[src/rtl/core/assert_macros.svh]
// Assertion macros used by the interval pair overlap set RTL.
`ifndef ASSERT_MACROS_SVH
`define ASSERT_MACROS_SVH

// Clocked assertion that is switched off while reset is asserted.
`define IPOS_ASSERT(lbl, clk, rst_n, prop) \
    lbl: assert property (@(posedge clk) disable iff (!rst_n) (prop)) \
        else $error("ipos assertion failed");

// Clocked assertion that must also hold during reset.
`define IPOS_ASSERT_ALWAYS(lbl, clk, prop) \
    lbl: assert property (@(posedge clk) (prop)) \
        else $error("ipos assertion failed");

`endif

[src/rtl/core/ipos_pkg.sv]
// Package with types, codes and defaults of the interval pair overlap set.
`timescale 1ns / 1ps

package ipos_pkg;

    // Field widths.
    localparam int POS_W = 64;
    localparam int CMD_W = 2;

    // Default list capacity.
    localparam int MAX_PAIRS_DEF = 16;

    // Command codes.
    localparam logic [CMD_W-1:0] CMD_INSERT = 2'd0;
    localparam logic [CMD_W-1:0] CMD_CLEAR  = 2'd1;
    localparam logic [CMD_W-1:0] CMD_QUERY  = 2'd2;

    // One input item.
    typedef struct packed {
        logic [CMD_W-1:0] command;
        logic [POS_W-1:0] pos_a;
        logic [POS_W-1:0] pos_b;
    } t_cmd_item;

    // One result item.
    typedef struct packed {
        logic inside_hit;
        logic endpoint_hit;
        logic list_empty;
        logic insert_dropped;
    } t_res;

    // Access strobes from the sequencer to the pair memory.
    typedef struct packed {
        logic wr_en;
        logic rd_en;
    } t_mem_ctl;

endpackage

[src/rtl/core/ipos_if.sv]
// Valid/ready channel interfaces for commands and results.
`timescale 1ns / 1ps

interface ipos_cmd_if;
    import ipos_pkg::*;

    logic      valid;
    logic      ready;
    t_cmd_item data;

    modport source (output valid, output data, input ready);
    modport sink   (input valid, input data, output ready);
endinterface

interface ipos_res_if;
    import ipos_pkg::*;

    logic valid;
    logic ready;
    t_res data;

    modport source (output valid, output data, input ready);
    modport sink   (input valid, input data, output ready);
endinterface

[src/rtl/core/ipos_pair_mem.sv]
// Pair memory: one write port and one registered read port.
`timescale 1ns / 1ps

module ipos_pair_mem #(
    parameter int DEPTH = ipos_pkg::MAX_PAIRS_DEF,
    parameter int IDX_W = (DEPTH > 1) ? $clog2(DEPTH) : 1
) (
    input  logic                       i_clk,
    input  ipos_pkg::t_mem_ctl         i_ctl,
    input  logic [IDX_W-1:0]           i_wr_addr,
    input  logic [ipos_pkg::POS_W-1:0] i_wr_low,
    input  logic [ipos_pkg::POS_W-1:0] i_wr_high,
    input  logic [IDX_W-1:0]           i_rd_addr,
    output logic [ipos_pkg::POS_W-1:0] o_rd_low,
    output logic [ipos_pkg::POS_W-1:0] o_rd_high
);
    import ipos_pkg::*;

    // Each entry holds the high end above the low end.
    logic [2*POS_W-1:0] r_mem [DEPTH];
    logic [2*POS_W-1:0] r_rd_data;

    // Write port.
    always_ff @(posedge i_clk) begin
        if (i_ctl.wr_en) begin
            r_mem[i_wr_addr] <= {i_wr_high, i_wr_low};
        end
    end

    // Registered read port.
    always_ff @(posedge i_clk) begin
        if (i_ctl.rd_en) begin
            r_rd_data <= r_mem[i_rd_addr];
        end
    end

    assign o_rd_low  = r_rd_data[POS_W-1:0];
    assign o_rd_high = r_rd_data[2*POS_W-1:POS_W];

endmodule

[src/rtl/core/ipos_ctrl.sv]
// Sequencer: pair count, memory scan for queries and the result register.
`timescale 1ns / 1ps
`include "assert_macros.svh"

module ipos_ctrl #(
    parameter int MAX_PAIRS = ipos_pkg::MAX_PAIRS_DEF,
    parameter int IDX_W     = (MAX_PAIRS > 1) ? $clog2(MAX_PAIRS) : 1
) (
    input  logic                       i_clk,
    input  logic                       i_rst_n,
    ipos_cmd_if.sink                   i_cmd,
    ipos_res_if.source                 o_res,
    output ipos_pkg::t_mem_ctl         o_mem_ctl,
    output logic [IDX_W-1:0]           o_wr_addr,
    output logic [ipos_pkg::POS_W-1:0] o_wr_low,
    output logic [ipos_pkg::POS_W-1:0] o_wr_high,
    output logic [IDX_W-1:0]           o_rd_addr,
    input  logic [ipos_pkg::POS_W-1:0] i_rd_low,
    input  logic [ipos_pkg::POS_W-1:0] i_rd_high
);
    import ipos_pkg::*;

    localparam int CNT_W = $clog2(MAX_PAIRS + 1);

    typedef enum logic [1:0] {
        S_IDLE,
        S_SCAN,
        S_DONE
    } t_state;

    t_state           r_state;
    logic [CNT_W-1:0] r_count;
    logic [CNT_W-1:0] r_rd_idx;
    logic             r_cmp_vld;
    logic [POS_W-1:0] r_pos;
    logic             r_inside;
    logic             r_endpoint;
    t_res             r_out;
    logic             r_out_vld;

    logic             in_fire;
    logic             out_free;
    logic             out_load;
    logic             is_full;
    logic             rd_issue;
    logic             cmp_inside;
    logic             cmp_end;
    logic             acc_inside;
    logic             acc_end;
    logic             scan_last;
    logic             a_lt_b;

    // Handshake. A new item is taken only when idle and the result slot can be filled.
    assign out_free    = !r_out_vld || o_res.ready;
    assign i_cmd.ready = (r_state == S_IDLE) && out_free;
    assign in_fire     = i_cmd.valid && i_cmd.ready;
    assign o_res.valid = r_out_vld;
    assign o_res.data  = r_out;

    assign is_full = (r_count == CNT_W'(MAX_PAIRS));

    // Insert writes the ordered pair at the next free entry unless the list is full. A scan
    // only starts after the write edge, so no read can see a stale entry.
    assign a_lt_b          = i_cmd.data.pos_a < i_cmd.data.pos_b;
    assign o_mem_ctl.wr_en = in_fire && (i_cmd.data.command == CMD_INSERT) && !is_full;
    assign o_wr_addr       = r_count[IDX_W-1:0];
    assign o_wr_low        = a_lt_b ? i_cmd.data.pos_a : i_cmd.data.pos_b;
    assign o_wr_high       = a_lt_b ? i_cmd.data.pos_b : i_cmd.data.pos_a;

    // Scan reads one stored pair per cycle and compares it in the cycle after its read.
    assign rd_issue        = (r_state == S_SCAN) && (r_rd_idx != r_count);
    assign o_mem_ctl.rd_en = rd_issue;
    assign o_rd_addr       = r_rd_idx[IDX_W-1:0];

    assign cmp_inside = r_cmp_vld && (i_rd_low < r_pos) && (r_pos < i_rd_high);
    assign cmp_end    = r_cmp_vld && ((i_rd_low == r_pos) || (i_rd_high == r_pos));
    assign acc_inside = r_inside | cmp_inside;
    assign acc_end    = r_endpoint | cmp_end;
    assign scan_last  = (r_state == S_SCAN) && !rd_issue && r_cmp_vld;

    // The result register is loaded by every command except a query that starts a scan,
    // and by the end of a scan.
    assign out_load = (in_fire && !((i_cmd.data.command == CMD_QUERY) && (r_count != '0)))
                   || (scan_last && out_free)
                   || ((r_state == S_DONE) && out_free);

    // State, pair count and result register.
    always_ff @(posedge i_clk) begin
        if (!i_rst_n) begin
            r_state   <= S_IDLE;
            r_count   <= '0;
            r_cmp_vld <= 1'b0;
            r_out_vld <= 1'b0;
        end else begin
            r_cmp_vld <= rd_issue;
            if (rd_issue) begin
                r_rd_idx <= r_rd_idx + 1'b1;
            end
            if (r_cmp_vld) begin
                r_inside   <= acc_inside;
                r_endpoint <= acc_end;
            end
            if (out_load) begin
                r_out_vld <= 1'b1;
            end else if (o_res.ready) begin
                r_out_vld <= 1'b0;
            end

            case (r_state)
                S_IDLE: begin
                    if (in_fire) begin
                        case (i_cmd.data.command)
                            CMD_INSERT: begin
                                if (!is_full) begin
                                    r_count <= r_count + 1'b1;
                                end
                                r_out     <= '{inside_hit: 1'b0, endpoint_hit: 1'b0,
                                               list_empty: 1'b0, insert_dropped: is_full};
                            end
                            CMD_CLEAR: begin
                                r_count   <= '0;
                                r_out     <= '{inside_hit: 1'b0, endpoint_hit: 1'b0,
                                               list_empty: 1'b1, insert_dropped: 1'b0};
                            end
                            CMD_QUERY: begin
                                if (r_count == '0) begin
                                    r_out     <= '{inside_hit: 1'b0, endpoint_hit: 1'b0,
                                                   list_empty: 1'b1, insert_dropped: 1'b0};
                                end else begin
                                    r_pos      <= i_cmd.data.pos_a;
                                    r_rd_idx   <= '0;
                                    r_inside   <= 1'b0;
                                    r_endpoint <= 1'b0;
                                    r_state    <= S_SCAN;
                                end
                            end
                            default: begin
                                r_out     <= '{inside_hit: 1'b0, endpoint_hit: 1'b0,
                                               list_empty: (r_count == '0),
                                               insert_dropped: 1'b0};
                            end
                        endcase
                    end
                end
                S_SCAN: begin
                    if (scan_last) begin
                        if (out_free) begin
                            r_out     <= '{inside_hit: acc_inside, endpoint_hit: acc_end,
                                           list_empty: 1'b0, insert_dropped: 1'b0};
                            r_state   <= S_IDLE;
                        end else begin
                            r_state <= S_DONE;
                        end
                    end
                end
                S_DONE: begin
                    if (out_free) begin
                        r_out     <= '{inside_hit: r_inside, endpoint_hit: r_endpoint,
                                       list_empty: 1'b0, insert_dropped: 1'b0};
                        r_state   <= S_IDLE;
                    end
                end
                default: begin
                    r_state <= S_IDLE;
                end
            endcase
        end
    end

    // The count never passes the capacity.
    `IPOS_ASSERT(a_count_bound, i_clk, i_rst_n, r_count <= CNT_W'(MAX_PAIRS))
    // An insert into a full list leaves the count unchanged.
    `IPOS_ASSERT(a_full_drop, i_clk, i_rst_n,
        (in_fire && (i_cmd.data.command == CMD_INSERT) && is_full) |=>
        (r_count == $past(r_count)))
    // Reads are issued only during a scan and only below the count.
    `IPOS_ASSERT(a_rd_range, i_clk, i_rst_n,
        o_mem_ctl.rd_en |-> ((r_state == S_SCAN) && (r_rd_idx < r_count)))
    // A result loaded at transfer reports the updated list state.
    `IPOS_ASSERT(a_empty_flag, i_clk, i_rst_n,
        (in_fire && (i_cmd.data.command != CMD_QUERY)) |=>
        (r_out_vld && (r_out.list_empty == (r_count == '0))))

endmodule

[src/rtl/core/interval_pair_overlap_set_unit.sv]
// Top level of the interval pair overlap set.
`timescale 1ns / 1ps

// Keeps up to MAX_PAIRS pairs, each stored low end first, in one on-chip
// memory. Insert, clear and unused command codes load their result at the
// transfer. A query over N stored pairs reads the memory once per pair
// through its single read port and loads its result when the scan ends and
// the result register is free; a query of an empty list loads its result
// at the transfer. One item is in work at a time: the next command is taken
// once the block is idle and the result register is free or being drained.
// An insert into a full list changes nothing and sets insert_dropped.
module interval_pair_overlap_set_unit #(
    parameter int MAX_PAIRS = ipos_pkg::MAX_PAIRS_DEF
) (
    input  logic        i_clk,
    input  logic        i_rst_n,
    ipos_cmd_if.sink    i_cmd,
    ipos_res_if.source  o_res
);
    import ipos_pkg::*;

    localparam int IDX_W = (MAX_PAIRS > 1) ? $clog2(MAX_PAIRS) : 1;

    t_mem_ctl         mem_ctl;
    logic [IDX_W-1:0] wr_addr;
    logic [IDX_W-1:0] rd_addr;
    logic [POS_W-1:0] wr_low;
    logic [POS_W-1:0] wr_high;
    logic [POS_W-1:0] rd_low;
    logic [POS_W-1:0] rd_high;

    // Sequencer with count and result register.
    ipos_ctrl #(
        .MAX_PAIRS (MAX_PAIRS),
        .IDX_W     (IDX_W)
    ) u_ctrl (
        .i_clk     (i_clk),
        .i_rst_n   (i_rst_n),
        .i_cmd     (i_cmd),
        .o_res     (o_res),
        .o_mem_ctl (mem_ctl),
        .o_wr_addr (wr_addr),
        .o_wr_low  (wr_low),
        .o_wr_high (wr_high),
        .o_rd_addr (rd_addr),
        .i_rd_low  (rd_low),
        .i_rd_high (rd_high)
    );

    // Stored pairs.
    ipos_pair_mem #(
        .DEPTH (MAX_PAIRS),
        .IDX_W (IDX_W)
    ) u_mem (
        .i_clk     (i_clk),
        .i_ctl     (mem_ctl),
        .i_wr_addr (wr_addr),
        .i_wr_low  (wr_low),
        .i_wr_high (wr_high),
        .i_rd_addr (rd_addr),
        .o_rd_low  (rd_low),
        .o_rd_high (rd_high)
    );

endmodule

[src/flat_wrapper.sv]
// flat-port wrapper written by rule: the top's interface ports become plain ports
module interval_pair_overlap_set_unit_flat import ipos_pkg::*;
#(
    parameter int MAX_PAIRS = ipos_pkg::MAX_PAIRS_DEF
)
  (i_clk, i_rst_n, i_cmd_valid, i_cmd_data, i_cmd_ready, o_res_valid, o_res_data, o_res_ready);
  ipos_cmd_if i_cmd_i ();
  ipos_res_if o_res_i ();
  input  logic i_clk;
  input  logic i_rst_n;
  input wire logic [$bits(i_cmd_i.valid)-1:0] i_cmd_valid;
  input wire logic [$bits(i_cmd_i.data)-1:0] i_cmd_data;
  output wire logic [$bits(i_cmd_i.ready)-1:0] i_cmd_ready;
  output wire logic [$bits(o_res_i.valid)-1:0] o_res_valid;
  output wire logic [$bits(o_res_i.data)-1:0] o_res_data;
  input wire logic [$bits(o_res_i.ready)-1:0] o_res_ready;
  assign i_cmd_i.valid = i_cmd_valid;
  assign i_cmd_i.data = i_cmd_data;
  assign i_cmd_ready = i_cmd_i.ready;
  assign o_res_valid = o_res_i.valid;
  assign o_res_data = o_res_i.data;
  assign o_res_i.ready = o_res_ready;
  interval_pair_overlap_set_unit #(.MAX_PAIRS(MAX_PAIRS)) u_core (.i_clk(i_clk), .i_rst_n(i_rst_n), .i_cmd(i_cmd_i), .o_res(o_res_i));
endmodule
[config.mk]
export PLATFORM = sky130hd
export DESIGN_NAME = interval_pair_overlap_set_unit_flat
export DESIGN_NICKNAME = d
export VERILOG_FILES = /design/src/rtl/core/ipos_pkg.sv /design/src/rtl/core/ipos_if.sv /design/src/rtl/core/ipos_pair_mem.sv /design/src/rtl/core/ipos_ctrl.sv /design/src/rtl/core/interval_pair_overlap_set_unit.sv /design/src/flat_wrapper.sv
export VERILOG_INCLUDE_DIRS = /design/src /design/src/rtl/core
export SDC_FILE = /design/constraint.sdc
export NUM_CORES = 2
export LEC_CHECK = 0
export BUFFER_PORTS_ARGS = -buffer_cell sky130_fd_sc_hd__buf_2
export CAP_MARGIN = 20
export CORE_MARGIN = 10
export CORE_UTILIZATION = 59
export CTS_BUF_LIST = sky130_fd_sc_hd__clkbuf_8
export DETAILED_ROUTE_END_ITERATION = 16
export HOLD_SLACK_MARGIN = 0.06
export PLACE_DENSITY_LB_ADDON = 0.3
export RECOVER_POWER = 50
export SYNTH_ARGS = -nofsm -noshare
export SYNTH_HDL_FRONTEND = slang
export SYNTH_SLANG_ARGS = --single-unit
[constraint.sdc]
create_clock -name i_clk -period 10.4 [get_ports i_clk]
set_input_delay 0 -clock i_clk [delete_from_list [all_inputs] [get_ports i_clk]]
set_output_delay 0 -clock i_clk [all_outputs]
set_load 0.02 [all_outputs]
==> impl_results.md <==
* Worst skew pair latency at 1.04 ns
* Power Density at between 150 and 200 mW/mm^2
* Post-synth EDFFs at ~2300
* Cts bufs inserted at around 360
* IO buf count at 139
* 1st-iter DRT viols at 6493
* Clock buffer depth at 4
* Yosys warnings at 0
* Synth Register Bits at 2260
* FMAX at 135 MHz
* Avg Inst Size Synth at ~23 um^2
* Post-synthesis mux area share at 18.0%
* Largest family of logic cells by synthesized area: multiplexers
* Clock sinks at 2260
* Share of the synthesized area in the top cell type at 74.7%
* First-pass GRT wire length at 323 mm
* Setup ws final at 2.97 ns
* Die area at approximately 0.17 mm^2
* Req. time, crit path at 10.91 ns
* Register area share after synthesis at 74.9%
* Synth Area in Simple Gates at 1.21%
* Worst Skew at 0.0573 ns
* CTS tree: yes
* Initial Util at roughly three fifths
* Total GRT Usage at 26.3%
* Detailed placement HPWL at 112 mm
* Via count at 45400
* Share of layout cells above drive strength 1 at 26.6%
* Post-synthesis xor/xnor area fraction at 0.0871%
* Clk slew on worst S/H paths at 0.07 ns
* Residual DRC count at 0
* R2R depth at 7
* Top_reg_cell synth: edfxtp_1
* CTS root buffer: clkbuf_8
* Die H at 412 um
* Tmin final at 7.43 ns
* Adder and majority gate portion of the synthesized area at 2.82%
* Worst Path Arrival at 7.94 ns
* RSZ-0062 raised after global routing: false
* Count leader, synth: edfxtp_1
* Async S/R FF share, synth at 0%
* Hold bufs inserted after CTS at about 260
* Tcrit/Tclk final at 71.4%
* Post-synth top area cell: edfxtp_1
* Slew headroom at -214%
* MaxCap Viol Count at 28
* Final hold vios at 0
* Final #Nets at 4998
* Compound-Gate Fraction of Synth Area at 1.16%
* Routed Antenna Nets at 0
* Top post-synthesis cells by count: 2251 x edfxtp_1, 640 x mux4_2, 205 x inv_1
* Initial antenna violation count at 22
* Syn nets at 4333
* Non-Filler Instances at just under 7000
* CTS resizes at 0
* Slew Viols, Final at between 1000 and 1500
* Sum Neg Setup Slack at 0 ns
* Peak supply drop at 0.143 mV
* Crit Path Max Fanout at 42
* Critical Setup Path Class: flop to flop
* Total leakage power at 34.1 nW
* WL/cell at ~32 um
* Core footprint at 0.152 mm^2
* Final WL at between 200 and 250 mm
* Drt via density at 6.53
* Worst setup EP type: flop
* Cell area after synthesis at 0.0905 mm^2
* Outcome: complete, but fails checks
* Total congestion overflow at 0
* Area grow syn2layout at 13.1%
* Vias in the first global route at between 40000 and 50000
* Setup violators final at 0
* Failing checks: capacitance limit, slew limit
* Worst slew pin tran at ~4.7 ns
* Final GP Congestion at 0.816
* Die Wd at 412 um
* Placed Instances at 6073
* Cells after synthesis at 3995
* CP startpoint kind: flop
* Type of the tightest min-delay check: input pin to flop
* Hold Path Depth at 3
* Row count at 143
* Number of setup buffers added after CTS at 0
* H-tree levels at 5
* # IOs at 140
* Largest cells by area after synthesis: edfxtp_1 75%, mux4_2 16%, ha_1 2.8%
* Placement Setup Slack at 5.42 ns
* Pin count of the biggest net entering global routing at 136
* DR pass1 iterations at 6
* Unique cell type count in the Yosys netlist at between 60 and 70
power by group:
group,total (W),internal [W],switching [W]
registers,0.0102,0.0102,0.0000120
logic,0.00128,0.000564,0.000711
clock network,0.00685,0.00354,0.00331
total,0.0184,0.0143,0.00403
metal layers:
| metal | global-route usage, % | part of all wire, % | up-vias |
|---|---|---|---|
| li1 | - | - | 18200 |
| met1 | 38.1 | 38 | 23800 |
| met2 | 40.3 | 47 | 2931 |
| met3 | 6.33 | 12 | 459 |
| met4 | 7.94 | 2.7 | 14 |
| met5 | 0 | 0.042 | - |
cells in the final DEF, fill, tap and decap left out, types with 35 or more instances in the layout:
| cell | count |
|---|---|
| clkinv_1 | 91 |
| clkbuf_8 | 366 |
| clkbuf_1 | 97 |
| dlygate4sd3_1 | 256 |
| nand2_1 | 51 |
| edfxtp_1 | 2251 |
| buf_2 | 68 |
| ha_1 | 204 |
| mux2_4 | 111 |
| inv_1 | 301 |
| clkinv_2 | 35 |
| a21oi_1 | 67 |
| nor2_1 | 48 |
| mux4_2 | 640 |
layout make-up:
| cell class | instances | area, um^2 |
|---|---|---|
| antenna | 16 | 40.0 |
| tap | 2030 | 2540 |
| multi-input combinational | 1368 | 21100 |
| clock inverter | 238 | 1270 |
| clock buffer | 366 | 5040 |
| sequential | 2260 | 67800 |
| fill | 9291 | 49900 |
| timing repair buffer | 466 | 3780 |
| inverter | 205 | 769 |
cell families (layout without fill, tap and decap cells):
family | count (synthesis) | in the layout
DFF | 2260 | 2260
muxes | 770 | 770
buffers and inverters | 367 | 1275
and+or+nand+nor | 218 | 218
adders and majority gates | 204 | 204
AOI/OAI and AO/OA | 167 | 167
xor gates and xnor gates | 9 | 9
other | 0 | 16
final timing paths:
check                           slack, ns                                     to                                   from
worst max-delay path                 2.97       u_core.u_ctrl.r_pos[6]$_DFFE_PP_  u_core.u_ctrl.r_count[0]$_SDFFE_PN0P_
worst min-delay path                 0.16    u_core.u_mem.r_mem[0][11]$_DFFE_PP_                         i_cmd_data[11]
worst max register to register       2.97       u_core.u_ctrl.r_pos[6]$_DFFE_PP_  u_core.u_ctrl.r_count[0]$_SDFFE_PN0P_
worst min register to register       0.64  u_core.u_ctrl.r_count[1]$_SDFFE_PN0P_  u_core.u_ctrl.r_count[1]$_SDFFE_PN0P_
worst max-delay path, cell delays in order, from the launching register on:
cell      delay, ns
dfxtp_1        0.51
inv_1          0.11
ha_1           0.26
nand3b_1       0.20
and3_1         0.39
inv_1          0.13
nor2_1         2.47
clkbuf_1       2.80
state kept, by name (all words and copies together), names as in the netlist:
| signal | flops |
|---|---|
| u_core.u_ctrl.o_res.data | 4 |
| u_core.u_ctrl.o_res.valid | 1 |
| u_core.u_ctrl.r_endpoint | 1 |
| u_core.u_mem.r_rd_data | 128 |
| u_core.u_ctrl.r_count | 5 |
| u_core.u_ctrl.r_pos | 64 |
| u_core.u_ctrl.r_inside | 1 |
| u_core.u_ctrl.r_cmp_vld | 1 |
| u_core.u_ctrl.r_state | 2 |
| u_core.u_ctrl.r_rd_idx | 5 |
| u_core.u_mem.r_mem | 2048 |
through the flow:
stage	util, %	area (um^2)	hold slack, ns	power [W]
5_1_grt	67.2	102000	0.128	0.0190
4_1_cts	67.4	103000	0.0620	0.0184
2_1_floorplan	-	90500	0.0989	0.0113
3_3_place_gp	61.6	93700	0.239	0.0116
3_5_place_dp	61.6	93800	0.237	0.0116
6_report	67.2	102000	0.164	0.0184
No activity file was read; power rests on OpenSTA's default activity.
